--- config.mk ---
export PLATFORM = sky130hd
export DESIGN_NAME = iso8601_timestamp_to_epoch_core
export DESIGN_NICKNAME = d
export VERILOG_FILES = /design/src/rtl/i2e_pkg.sv /design/src/rtl/i2e_fifo.sv /design/src/rtl/i2e_front.sv /design/src/rtl/i2e_back.sv /design/src/rtl/iso8601_timestamp_to_epoch_core.sv
export VERILOG_INCLUDE_DIRS = /design/src /design/src/rtl
export SDC_FILE = /design/constraint.sdc
export NUM_CORES = 2
export LEC_CHECK = 0
export BUFFER_PORTS_ARGS = -buffer_cell sky130_fd_sc_hd__buf_4
export CORE_ASPECT_RATIO = 1.4
export CORE_MARGIN = 3
export CORE_UTILIZATION = 69
export DETAILED_ROUTE_END_ITERATION = 8
export PLACE_DENSITY_LB_ADDON = 0.05
export RECOVER_POWER = 100
export SLEW_MARGIN = 20
export SYNTH_ARGS = -nofsm -noshare
export SYNTH_HDL_FRONTEND = slang
export SYNTH_SLANG_ARGS = --single-unit
--- constraint.sdc ---
create_clock -name clock -period 12.7 [get_ports clock]
set_clock_uncertainty 0.1 [all_clocks]
set_input_delay 2.54 -clock clock [delete_from_list [all_inputs] [get_ports clock]]
set_output_delay 2.54 -clock clock [all_outputs]
set_load 0.01 [all_outputs]
--- src/rtl/iso8601_timestamp_to_epoch_core_macros.svh ---
// Assertion macros shared by the timestamp-to-epoch RTL.
// No dependencies; each macro expands to one labeled concurrent assertion.
`ifndef ISO8601_TIMESTAMP_TO_EPOCH_CORE_MACROS_SVH
`define ISO8601_TIMESTAMP_TO_EPOCH_CORE_MACROS_SVH

// Condition holds at every edge outside reset
`define I2E_ASSERT_ALWAYS(label, clk, rst, cond, msg) \
   label: assert property (@(posedge clk) disable iff (rst) (cond)) else $error(msg);

// Consequent holds in the same cycle as the antecedent
`define I2E_ASSERT_IMPLY(label, clk, rst, ante, cons, msg) \
   label: assert property (@(posedge clk) disable iff (rst) (ante) |-> (cons)) \
      else $error(msg);

// Consequent holds in the cycle after the antecedent
`define I2E_ASSERT_NEXT(label, clk, rst, ante, cons, msg) \
   label: assert property (@(posedge clk) disable iff (rst) (ante) |=> (cons)) \
      else $error(msg);

`endif

--- src/rtl/i2e_pkg.sv ---
// Shared types, character codes and arithmetic constants for the timestamp parser.
// No dependencies.
package i2e_pkg;

   // Field positions while parsing
   localparam logic [2:0] FieldYear   = 3'd0;
   localparam logic [2:0] FieldMonth  = 3'd1;
   localparam logic [2:0] FieldDay    = 3'd2;
   localparam logic [2:0] FieldHour   = 3'd3;
   localparam logic [2:0] FieldMinute = 3'd4;
   localparam logic [2:0] FieldSecond = 3'd5;

   // Character codes
   localparam logic [7:0] CharNul   = 8'h00;
   localparam logic [7:0] CharTab   = 8'h09;
   localparam logic [7:0] CharCr    = 8'h0D;
   localparam logic [7:0] CharSpace = 8'h20;
   localparam logic [7:0] CharPlus  = 8'h2B;
   localparam logic [7:0] CharMinus = 8'h2D;
   localparam logic [7:0] CharZero  = 8'h30;
   localparam logic [7:0] CharNine  = 8'h39;
   localparam logic [7:0] CharColon = 8'h3A;
   localparam logic [7:0] CharT     = 8'h54;

   // Number accumulation and field limits
   localparam logic [11:0] AccMax    = 12'd4095;
   localparam logic [11:0] YearMin   = 12'd2020;
   localparam logic [11:0] YearMax   = 12'd2099;
   localparam logic [11:0] MonthMin  = 12'd1;
   localparam logic [11:0] MonthMax  = 12'd12;
   localparam logic [11:0] DayMin    = 12'd1;
   localparam logic [11:0] DayMax    = 12'd31;
   localparam logic [11:0] HourMax   = 12'd23;
   localparam logic [11:0] MinuteMax = 12'd59;
   localparam logic [11:0] SecondMax = 12'd60;

   // Days-from-civil constants
   localparam logic [7:0]  MarchDays      = 8'd153;
   localparam logic [8:0]  YearsPerEra    = 9'd400;
   localparam logic [17:0] DaysPerEra     = 18'd146097;
   localparam logic [8:0]  DaysPerYear    = 9'd365;
   localparam logic [19:0] DaysEpochShift = 20'd719468;
   localparam logic [16:0] SecPerDay      = 17'd86400;
   localparam logic [11:0] SecPerHour     = 12'd3600;
   localparam logic [5:0]  SecPerMin      = 6'd60;

   // Reciprocals for division by constants (exact over the operand ranges used)
   localparam logic [12:0] RecipEra     = 13'd5243;  // /400 for 12-bit years
   localparam int          EraShift     = 21;
   localparam logic [11:0] RecipFive    = 12'd3277;  // /5 for values below 2048
   localparam int          FiveShift    = 14;
   localparam logic [5:0]  RecipCentury = 6'd41;     // /100 for values below 400
   localparam int          CenturyShift = 12;

   // Queue depths
   localparam int MidDepthDefault = 2;
   localparam int OutDepthDefault = 8;

   // Parsed timestamp handed from parser to converter
   typedef struct packed {
      logic        ok;
      logic [11:0] year;
      logic [3:0]  month;
      logic [4:0]  day;
      logic [4:0]  hour;
      logic [5:0]  minute;
      logic [5:0]  second;
   } rec_type;

   // Finished result
   typedef struct packed {
      logic [31:0] epoch_seconds;
      logic        valid_res;
   } res_type;

   // Separator expected after each field
   function automatic logic [7:0] sep_char(logic [2:0] fidx);
      logic [7:0] c;
      unique case (fidx)
         FieldYear, FieldMonth:   c = CharMinus;
         FieldDay:                c = CharT;
         FieldHour, FieldMinute:  c = CharColon;
         default:                 c = CharNul;
      endcase
      return c;
   endfunction

endpackage

--- src/rtl/i2e_fifo.sv ---
// Small register-based queue used between parser and converter and at the result side.
// Depends on the assertion macro header only.
`include "iso8601_timestamp_to_epoch_core_macros.svh"

module i2e_fifo #(
   parameter int Width = 1,
   parameter int Depth = 2
) (
   input  logic             clock,
   input  logic             reset,
   input  logic             push,
   input  logic [Width-1:0] push_data,
   output logic             full,
   input  logic             pop,
   output logic [Width-1:0] pop_data,
   output logic             empty
);

   localparam int AddrW = (Depth > 1) ? $clog2(Depth) : 1;
   localparam int CntW  = $clog2(Depth + 1);

   logic [Width-1:0] mem_ff [Depth];
   logic [AddrW-1:0] wr_ptr_ff, wr_ptr_in;
   logic [AddrW-1:0] rd_ptr_ff, rd_ptr_in;
   logic [CntW-1:0]  count_ff, count_in;
   logic             do_push, do_pop;

   function automatic logic [AddrW-1:0] next_ptr(logic [AddrW-1:0] p);
      return (p == AddrW'(Depth - 1)) ? '0 : p + 1'b1;
   endfunction

   assign full     = (count_ff == CntW'(Depth));
   assign empty    = (count_ff == '0);
   assign do_push  = push && !full;
   assign do_pop   = pop && !empty;
   assign pop_data = mem_ff[rd_ptr_ff];

   // Advance pointers and occupancy
   always_comb begin
      wr_ptr_in = do_push ? next_ptr(wr_ptr_ff) : wr_ptr_ff;
      rd_ptr_in = do_pop ? next_ptr(rd_ptr_ff) : rd_ptr_ff;
      count_in  = count_ff + CntW'(do_push) - CntW'(do_pop);
   end

   always_ff @(posedge clock) begin
      if (reset) begin
         wr_ptr_ff <= '0;
         rd_ptr_ff <= '0;
         count_ff  <= '0;
      end else begin
         wr_ptr_ff <= wr_ptr_in;
         rd_ptr_ff <= rd_ptr_in;
         count_ff  <= count_in;
      end
   end

   // Store entries
   always_ff @(posedge clock) begin
      if (do_push) begin
         mem_ff[wr_ptr_ff] <= push_data;
      end
   end

   `I2E_ASSERT_ALWAYS(a_fifo_count_bound, clock, reset, count_ff <= CntW'(Depth), "fifo overfilled")

endmodule

--- src/rtl/i2e_front.sv ---
// Character parser: one byte per cycle unless rec_full; emits a record on the last byte.
// Depends on i2e_pkg and the assertion macro header.
`include "iso8601_timestamp_to_epoch_core_macros.svh"

module i2e_front (
   input  logic            clock,
   input  logic            reset,
   input  logic [7:0]      char_code,
   input  logic            last,
   input  logic            push,
   output logic            full,
   output logic            rec_push,
   output i2e_pkg::rec_type rec,
   input  logic            rec_full
);

   typedef struct packed {
      logic [2:0]  fidx;
      logic [11:0] acc;
      logic        minus;
      logic        sign_seen;
      logic        saw_digit;
      logic        failed;
      logic        finished;
      logic [11:0] year;
      logic [3:0]  month;
      logic [4:0]  day;
      logic [4:0]  hour;
      logic [5:0]  minute;
      logic [5:0]  second;
   } parse_type;

   parse_type parse_ff, parse_in;
   parse_type after_char, after_end;
   logic      accept;

   // Store the current number into its field and range check it
   function automatic parse_type commit(parse_type s);
      parse_type   r;
      logic [11:0] v, lo, hi;
      r = s;
      v = s.acc;
      if (s.minus && v != '0) r.failed = 1'b1;
      unique case (s.fidx)
         i2e_pkg::FieldYear: begin
            r.year = v;
            lo = i2e_pkg::YearMin;  hi = i2e_pkg::YearMax;
         end
         i2e_pkg::FieldMonth: begin
            r.month = v[3:0];
            lo = i2e_pkg::MonthMin; hi = i2e_pkg::MonthMax;
         end
         i2e_pkg::FieldDay: begin
            r.day = v[4:0];
            lo = i2e_pkg::DayMin;   hi = i2e_pkg::DayMax;
         end
         i2e_pkg::FieldHour: begin
            r.hour = v[4:0];
            lo = '0;                hi = i2e_pkg::HourMax;
         end
         i2e_pkg::FieldMinute: begin
            r.minute = v[5:0];
            lo = '0;                hi = i2e_pkg::MinuteMax;
         end
         i2e_pkg::FieldSecond: begin
            r.second = v[5:0];
            lo = '0;                hi = i2e_pkg::SecondMax;
         end
         default: begin
            r.failed = 1'b1;
            lo = '0;                hi = i2e_pkg::AccMax;
         end
      endcase
      if (v < lo || v > hi) r.failed = 1'b1;
      return r;
   endfunction

   // End of text: only a started seconds field may close here
   function automatic parse_type end_text(parse_type s);
      parse_type r;
      r = s;
      if (s.fidx == i2e_pkg::FieldSecond && s.saw_digit) begin
         r = commit(s);
         r.finished = 1'b1;
      end else begin
         r.failed = 1'b1;
      end
      return r;
   endfunction

   // Take one non-zero character
   function automatic parse_type consume(parse_type s, logic [7:0] c);
      parse_type   r;
      logic        digit, space;
      logic [15:0] n;
      r     = s;
      digit = (c >= i2e_pkg::CharZero) && (c <= i2e_pkg::CharNine);
      space = (c == i2e_pkg::CharSpace) || ((c >= i2e_pkg::CharTab) && (c <= i2e_pkg::CharCr));
      n     = 16'(s.acc) * 16'd10 + 16'(c[3:0]);
      if (s.saw_digit) begin
         if (digit) begin
            r.acc = (n > 16'(i2e_pkg::AccMax)) ? i2e_pkg::AccMax : n[11:0];
         end else begin
            r = commit(s);
            if (!r.failed) begin
               if (s.fidx == i2e_pkg::FieldSecond) begin
                  r.finished = 1'b1;
               end else if (c == i2e_pkg::sep_char(s.fidx)) begin
                  r.fidx      = s.fidx + 3'd1;
                  r.acc       = '0;
                  r.minus     = 1'b0;
                  r.sign_seen = 1'b0;
                  r.saw_digit = 1'b0;
               end else begin
                  r.failed = 1'b1;
               end
            end
         end
      end else if (digit) begin
         r.saw_digit = 1'b1;
         r.acc       = 12'(c[3:0]);
      end else if (s.sign_seen) begin
         r.failed = 1'b1;
      end else if (c == i2e_pkg::CharPlus || c == i2e_pkg::CharMinus) begin
         r.sign_seen = 1'b1;
         r.minus     = (c == i2e_pkg::CharMinus);
      end else if (!space) begin
         r.failed = 1'b1;
      end
      return r;
   endfunction

   assign full     = rec_full;
   assign accept   = push && !rec_full;
   assign rec_push = accept && last;

   // Apply the character, then close the text as if this were the last byte
   always_comb begin
      after_char = parse_ff;
      if (!parse_ff.finished && !parse_ff.failed) begin
         if (char_code == i2e_pkg::CharNul) begin
            after_char = end_text(parse_ff);
         end else begin
            after_char = consume(parse_ff, char_code);
         end
      end
      after_end = after_char;
      if (!after_char.finished && !after_char.failed) begin
         after_end = end_text(after_char);
      end
   end

   // Build the record for the converter
   always_comb begin
      rec.ok     = after_end.finished && !after_end.failed;
      rec.year   = after_end.year;
      rec.month  = after_end.month;
      rec.day    = after_end.day;
      rec.hour   = after_end.hour;
      rec.minute = after_end.minute;
      rec.second = after_end.second;
   end

   // Hold, advance, or clear after the last byte
   always_comb begin
      parse_in = parse_ff;
      if (accept) begin
         parse_in = last ? '0 : after_char;
      end
   end

   always_ff @(posedge clock) begin
      if (reset) begin
         parse_ff <= '0;
      end else begin
         parse_ff <= parse_in;
      end
   end

   `I2E_ASSERT_ALWAYS(a_front_fidx_range, clock, reset, parse_ff.fidx <= i2e_pkg::FieldSecond, "field index past seconds")
   `I2E_ASSERT_NEXT(a_front_clear_after_last, clock, reset, rec_push, parse_ff.fidx == i2e_pkg::FieldYear && !parse_ff.failed && !parse_ff.finished, "parser not cleared")

endmodule

--- src/rtl/i2e_back.sv ---
// Converter pipeline: turns a parsed record into Unix seconds over six stages.
// Depends on i2e_pkg and the assertion macro header.
`include "iso8601_timestamp_to_epoch_core_macros.svh"

module i2e_back #(
   parameter int OutDepth = i2e_pkg::OutDepthDefault
) (
   input  logic             clock,
   input  logic             reset,
   input  logic             rec_empty,
   input  i2e_pkg::rec_type rec,
   output logic             rec_pop,
   output logic             res_push,
   output i2e_pkg::res_type res,
   input  logic             res_taken
);

   localparam int CntW = $clog2(OutDepth + 1);

   // Requests in flight or waiting at the output
   logic [CntW-1:0] cnt_ff, cnt_in;
   logic [5:0]      v_ff, v_in;

   // Stage 1
   logic        s1_ok_ff;
   logic [11:0] s1_y_ff;
   logic [24:0] s1_era_prod_ff;
   logic [10:0] s1_x_ff;
   logic [4:0]  s1_day_ff;
   logic [16:0] s1_h3600_ff;
   logic [11:0] s1_m60_ff;
   logic [5:0]  s1_sec_ff;
   // Stage 2
   logic        s2_ok_ff;
   logic [3:0]  s2_era_ff, s2_era_in;
   logic [8:0]  s2_yoe_ff, s2_yoe_in;
   logic [9:0]  s2_doy_ff, s2_doy_in;
   logic [16:0] s2_tod_ff, s2_tod_in;
   // Stage 3
   logic        s3_ok_ff;
   logic [17:0] s3_p365_ff, s3_p365_in;
   logic [1:0]  s3_q100_ff, s3_q100_in;
   logic [6:0]  s3_q4_ff;
   logic [21:0] s3_pera_ff, s3_pera_in;
   logic [9:0]  s3_doy_ff;
   logic [16:0] s3_tod_ff;
   // Stage 4
   logic        s4_ok_ff;
   logic [15:0] s4_days_ff, s4_days_in;
   logic [16:0] s4_tod_ff;
   // Stage 5
   logic        s5_ok_ff;
   logic [31:0] s5_dprod_ff, s5_dprod_in;
   logic [16:0] s5_tod_ff;
   // Stage 6
   i2e_pkg::res_type s6_res_ff, s6_res_in;

   // Stage 1 inputs
   logic        leap_adj;
   logic [11:0] y_adj;
   logic [3:0]  mp;

   assign rec_pop  = !rec_empty && (cnt_ff < CntW'(OutDepth));
   assign res_push = v_ff[5];
   assign res      = s6_res_ff;

   // Track credit for the output queue
   always_comb begin
      cnt_in = cnt_ff + CntW'(rec_pop) - CntW'(res_taken);
      v_in   = {v_ff[4:0], rec_pop};
   end

   always_ff @(posedge clock) begin
      if (reset) begin
         cnt_ff <= '0;
         v_ff   <= '0;
      end else begin
         cnt_ff <= cnt_in;
         v_ff   <= v_in;
      end
   end

   // Shift the year to start in March, take the era product and time-of-day parts
   always_comb begin
      leap_adj = (rec.month <= 4'd2);
      y_adj    = rec.year - 12'(leap_adj);
      mp       = leap_adj ? rec.month + 4'd9 : rec.month - 4'd3;
   end

   // Era, year of era, day of year, time of day
   always_comb begin
      s2_era_in = 4'(s1_era_prod_ff >> i2e_pkg::EraShift);
      s2_yoe_in = 9'(s1_y_ff - 12'(s2_era_in) * 12'(i2e_pkg::YearsPerEra));
      s2_doy_in = 10'(9'((23'(s1_x_ff) * 23'(i2e_pkg::RecipFive)) >> i2e_pkg::FiveShift))
                + 10'(s1_day_ff) - 10'd1;
      s2_tod_in = s1_h3600_ff + 17'(s1_m60_ff) + 17'(s1_sec_ff);
   end

   // Day-of-era parts
   always_comb begin
      s3_p365_in = 18'(s2_yoe_ff) * 18'(i2e_pkg::DaysPerYear);
      s3_q100_in = 2'((14'(s2_yoe_ff) * 14'(i2e_pkg::RecipCentury)) >> i2e_pkg::CenturyShift);
      s3_pera_in = 22'(s2_era_ff) * 22'(i2e_pkg::DaysPerEra);
   end

   // Days since the epoch
   always_comb begin
      s4_days_in = 16'(32'(s3_pera_ff) + 32'(s3_p365_ff) + 32'(s3_q4_ff) + 32'(s3_doy_ff)
                     - 32'(s3_q100_ff) - 32'(i2e_pkg::DaysEpochShift));
   end

   // Scale to seconds, then add the time of day
   always_comb begin
      s5_dprod_in             = 32'(33'(s4_days_ff) * 33'(i2e_pkg::SecPerDay));
      s6_res_in.valid_res     = s5_ok_ff;
      s6_res_in.epoch_seconds = s5_ok_ff ? s5_dprod_ff + 32'(s5_tod_ff) : '0;
   end

   // Advance the payload every cycle
   always_ff @(posedge clock) begin
      s1_ok_ff       <= rec.ok;
      s1_y_ff        <= y_adj;
      s1_era_prod_ff <= 25'(y_adj) * 25'(i2e_pkg::RecipEra);
      s1_x_ff        <= 11'(i2e_pkg::MarchDays) * 11'(mp) + 11'd2;
      s1_day_ff      <= rec.day;
      s1_h3600_ff    <= 17'(rec.hour) * 17'(i2e_pkg::SecPerHour);
      s1_m60_ff      <= 12'(rec.minute) * 12'(i2e_pkg::SecPerMin);
      s1_sec_ff      <= rec.second;

      s2_ok_ff  <= s1_ok_ff;
      s2_era_ff <= s2_era_in;
      s2_yoe_ff <= s2_yoe_in;
      s2_doy_ff <= s2_doy_in;
      s2_tod_ff <= s2_tod_in;

      s3_ok_ff   <= s2_ok_ff;
      s3_p365_ff <= s3_p365_in;
      s3_q100_ff <= s3_q100_in;
      s3_q4_ff   <= 7'(s2_yoe_ff >> 2);
      s3_pera_ff <= s3_pera_in;
      s3_doy_ff  <= s2_doy_ff;
      s3_tod_ff  <= s2_tod_ff;

      s4_ok_ff   <= s3_ok_ff;
      s4_days_ff <= s4_days_in;
      s4_tod_ff  <= s3_tod_ff;

      s5_ok_ff    <= s4_ok_ff;
      s5_dprod_ff <= s5_dprod_in;
      s5_tod_ff   <= s4_tod_ff;

      s6_res_ff <= s6_res_in;
   end

   `I2E_ASSERT_ALWAYS(a_back_credit_bound, clock, reset, cnt_ff <= CntW'(OutDepth), "credit overrun")
   `I2E_ASSERT_IMPLY(a_back_inflight_counted, clock, reset, v_ff != '0, cnt_ff != '0, "uncounted request in pipeline")

endmodule

--- src/rtl/iso8601_timestamp_to_epoch_core.sv ---
// Top level of the ISO-8601 timestamp to Unix seconds converter.
// Depends on i2e_pkg, i2e_front, i2e_fifo and i2e_back.
//
// Feed the timestamp one byte per push; req_last marks the final byte, and a zero byte
// ends the text early. The parser takes one byte every cycle unless req_full is set, so
// strings stream back to back with no gap between them. The result of a string (Unix
// seconds, or zero with rsp_valid_res low) goes from the parser into a small request
// queue when its last byte is accepted, then through a six-stage conversion pipeline
// into the result queue. The converter issues a request only while the result queue
// (OutDepth entries) has room for everything in flight, so once the result side stops
// popping, req_full rises after the request queue (MidDepth entries) fills; with OutDepth
// at least eight the path sustains one result per cycle while the result side pops.
module iso8601_timestamp_to_epoch_core #(
   parameter int MidDepth = i2e_pkg::MidDepthDefault,
   parameter int OutDepth = i2e_pkg::OutDepthDefault
) (
   input  logic        clock,
   input  logic        reset,
   input  logic [7:0]  req_char_code,
   input  logic        req_last,
   input  logic        req_push,
   output logic        req_full,
   output logic [31:0] rsp_epoch_seconds,
   output logic        rsp_valid_res,
   output logic        rsp_empty,
   input  logic        rsp_pop
);

   localparam int RecW = $bits(i2e_pkg::rec_type);
   localparam int ResW = $bits(i2e_pkg::res_type);

   i2e_pkg::rec_type front_rec, back_rec;
   i2e_pkg::res_type back_res, out_res;
   logic             front_push, mid_full, mid_empty, back_pop;
   logic             res_push, res_taken, out_full;

   // Parse characters
   i2e_front u_front (
      .clock     (clock),
      .reset     (reset),
      .char_code (req_char_code),
      .last      (req_last),
      .push      (req_push),
      .full      (req_full),
      .rec_push  (front_push),
      .rec       (front_rec),
      .rec_full  (mid_full)
   );

   // Decouple parser from converter
   i2e_fifo #(
      .Width (RecW),
      .Depth (MidDepth)
   ) u_mid_fifo (
      .clock     (clock),
      .reset     (reset),
      .push      (front_push),
      .push_data (front_rec),
      .full      (mid_full),
      .pop       (back_pop),
      .pop_data  (back_rec),
      .empty     (mid_empty)
   );

   // Convert to seconds
   i2e_back #(
      .OutDepth (OutDepth)
   ) u_back (
      .clock     (clock),
      .reset     (reset),
      .rec_empty (mid_empty),
      .rec       (back_rec),
      .rec_pop   (back_pop),
      .res_push  (res_push),
      .res       (back_res),
      .res_taken (res_taken)
   );

   // Hold results until popped
   i2e_fifo #(
      .Width (ResW),
      .Depth (OutDepth)
   ) u_out_fifo (
      .clock     (clock),
      .reset     (reset),
      .push      (res_push),
      .push_data (back_res),
      .full      (out_full),
      .pop       (rsp_pop),
      .pop_data  (out_res),
      .empty     (rsp_empty)
   );

   assign res_taken         = rsp_pop && !rsp_empty;
   assign rsp_epoch_seconds = out_res.epoch_seconds;
   assign rsp_valid_res     = out_res.valid_res;

   `include "iso8601_timestamp_to_epoch_core_macros.svh"

   `I2E_ASSERT_IMPLY(a_top_out_room, clock, reset, res_push, !out_full, "result queue overflow")

endmodule

==> run summary <==
Syn Inst Count = 3,204
Crit-path slowest cell = xor2_1
Tot GR Track Use = 27.8%
Rows = 102
Die X-Extent = 207 µm
Final Net Count = 3,994
Hold Crit Class = reg2reg
drt drc = 0
Die Ht = 287 µm
Ys Warns = 0
port bufs = 47
CP max FO = 54
Final ANT Viol Nets = 0
total of max-cap violations = 13
number of antenna violations at the first check in global routing = 0
fill cell count = 3,547
DRT Wirelength = 79,700 µm
Setup TNS = 0 ns
CTS sink cnt = 705
RR Endpoint = u_back.s1_era_prod_ff[23]
R2R setup slack = 4.01 ns
Slew Limit Fails = 526
crit path to = u_back.s1_era_prod_ff[23]
pin count of the biggest net entering global routing = 83
Final Hold Viols = 0
leading area contributor after synthesis = edfxtp_1
synth top area cells = edfxtp_1, dfxtp_1, ha_1
CTS buffer count = 66
first-pass GRT wire length = 130,000 µm
CTS Hold Bufs = 0
number of global-route vias before repair = 25,500
relative slew slack = -174%
Crit Path Category = reg2reg
Slew @ Worst Pin = 4.12 ns
IO Pins = 48
core area = 55,600 µm²
Setup violations, final = 0
Initial Util = 70.1%
Longest Clk Path Bufs = 3
Avg WL per Cell = 19.6 µm
Critical Path End Type = flop
Final min period = 8.69 ns
Vias/cell = 5.85
Synth Flop Type = dfxtp_1
drt initial violations = 1,405
Unique masters post-synth = 79
clk slew on worst S/H paths = 0.06 ns
hpwl dp = 56,700 µm
RSZ-0062 raised after global routing = no
Root Driver = clkbuf_16
register bit total from synthesis = 705
share of cells above drive strength 1 = 8.27%
final period utilization = 68.4%
Worst setup SP type = flop
H-tree depth = 3
failing checks = max-capacitance violations, max-slew violations
Vias = 23,800
area of the die = 59,500 µm²
Critical Path Max Stage Delay = 0.66 ns
Post-synth EDFFs = 342
Area Overhead vs Synth = 8.62%
post_cts resized = 0
asr flop ratio synth = 0%
FF-to-FF path depth = 28
routability congestion estimate = 0.938
post-synth top area share = 26.3%
WP data required = 13.13 ns
Cell Area, Synth = 39,000 µm²
synthesized area per cell = 12.2 µm²
CTS tree = done
worst skew pair latency = 0.62 ns
Remaining Overflow, GRT = 0
arrival time of the worst setup path = 9.12 ns
most frequent cells in the layout = ha_1, inv_1, dfxtp_1
Seq/Total Area, Yosys = 44.9%
post-CTS setup buffer count = 0
DR pass1 iterations = 5
commonest non-fill, non-tap cell in the layout = ha_1
status = finished, violations left
Mapped Nets = 3,915
antenna cell count = 0
Max Freq = 0.115 GHz
[Yosys cell counts, drive strengths merged, types with 5 or more instances]
cell type    n
a211o        5
or4          6
a31oi       11
o211ai       9
nor2b       39
xor2        49
a211oi       6
dfxtp      363
and3        24
a21oi      123
o21bai      17
xnor2      124
or2         13
edfxtp     342
mux2        71
and4         5
a21boi       8
fa         181
nand4       10
nand2       87
o21a        11
mux4        66
inv        478
nor3b        9
o21ai       81
and2        30
nor3        39
a22oi       52
a21o        39
buf         18
nor2       172
mux2i       27
or3          6
o31ai        7
clkbuf      43
nor4         7
nand2b      27
nand3       25
a2111oi      6
ha         517
[sequential cells by signal, summed over array words and instances, names as in the netlist, 25 cells and up, named ones only]
register and flops:
u_back.res 33, u_front.parse_ff 58, u_mid_fifo.mem_ff 78, u_back.s5_dprod_ff 25
u_out_fifo.mem_ff 264
[worst min-delay path by stage]
stage	from	end	slack, ns	depth (start not counted)
floorplan	u_back.s1_ok_ff	u_back.s2_ok_ff	0.21	0
global placement	u_back.s2_tod_ff[16]	u_back.s3_tod_ff[16]	0.21	0
detailed placement	u_back.s1_y_ff[1]	u_back.s2_yoe_ff[1]	0.21	0
CTS	u_back.s3_tod_ff[6]	u_back.s4_tod_ff[6]	0.22	0
global route	u_back.s4_tod_ff[4]	u_back.s5_tod_ff[4]	0.23	0
finish	u_back.s2_tod_ff[16]	u_back.s3_tod_ff[16]	0.22	0
[final cells by class]
class                   count  area (µm²)  share of cell area (%)
clock buffers              81        1780                    4.20
clock inverters            41         519                    1.23
inverters                 478        1790                    4.23
multi-input cells        1960       19500                    45.9
flip-flops and latches    705       17500                    41.4
well taps                 728         911                    2.15
repair buffers             72         390                   0.921
[routing by layer]
layer	wire length, µm	vias up	track usage, %
li1	-	11300	-
met1	28700	11600	30.1
met2	44200	643	53.6
met3	3370	232	3.83
met4	3400	0	11.2
met5	0	-	0
[cells by family after synthesis]
| group | after synthesis | share of synthesized area, % |
|---|---|---|
| fa+ha+maj | 698 | 25.9 |
| flops | 705 | 44.9 |
| buf+inv | 539 | 5.24 |
| simple gates | 508 | 6.46 |
| xor+xnor | 173 | 3.88 |
| compound gates | 417 | 7.06 |
| mux | 164 | 6.55 |
[stage by stage]
| step | utilization, % | hold slack [ns] | cells | worst slack, ns | area (µm²) |
|---|---|---|---|---|---|
| global route | 76.2 | 0.228 | 4065 | 3.43 | 42400 |
| CTS | 76.5 | 0.224 | 4064 | 3.96 | 42600 |
| detailed placement | 72.4 | 0.212 | 3942 | 4.06 | 40300 |
| finish | 76.2 | 0.223 | 4065 | 4.01 | 42400 |
| global placement | 72.4 | 0.211 | 3942 | 4.18 | 40300 |
| floorplan | - | 0.210 | 3204 | 4.68 | 39000 |
[worst max-delay path: cells and delay by family, from the launching register on]
family,cells,cell delay [ns]
multiplexers,1,0.45
flip-flops,1,0.32
AND/OR/NAND/NOR,3,0.64
buffers and inverters,6,1.03
adder cells (fa/ha/maj),9,3.51
XOR/XNOR,2,0.80
AO/OA/AOI/OAI,7,1.73
Power is not shown: default switching activity piles up to over one toggle a cycle in this logic, so the estimate is an artifact.
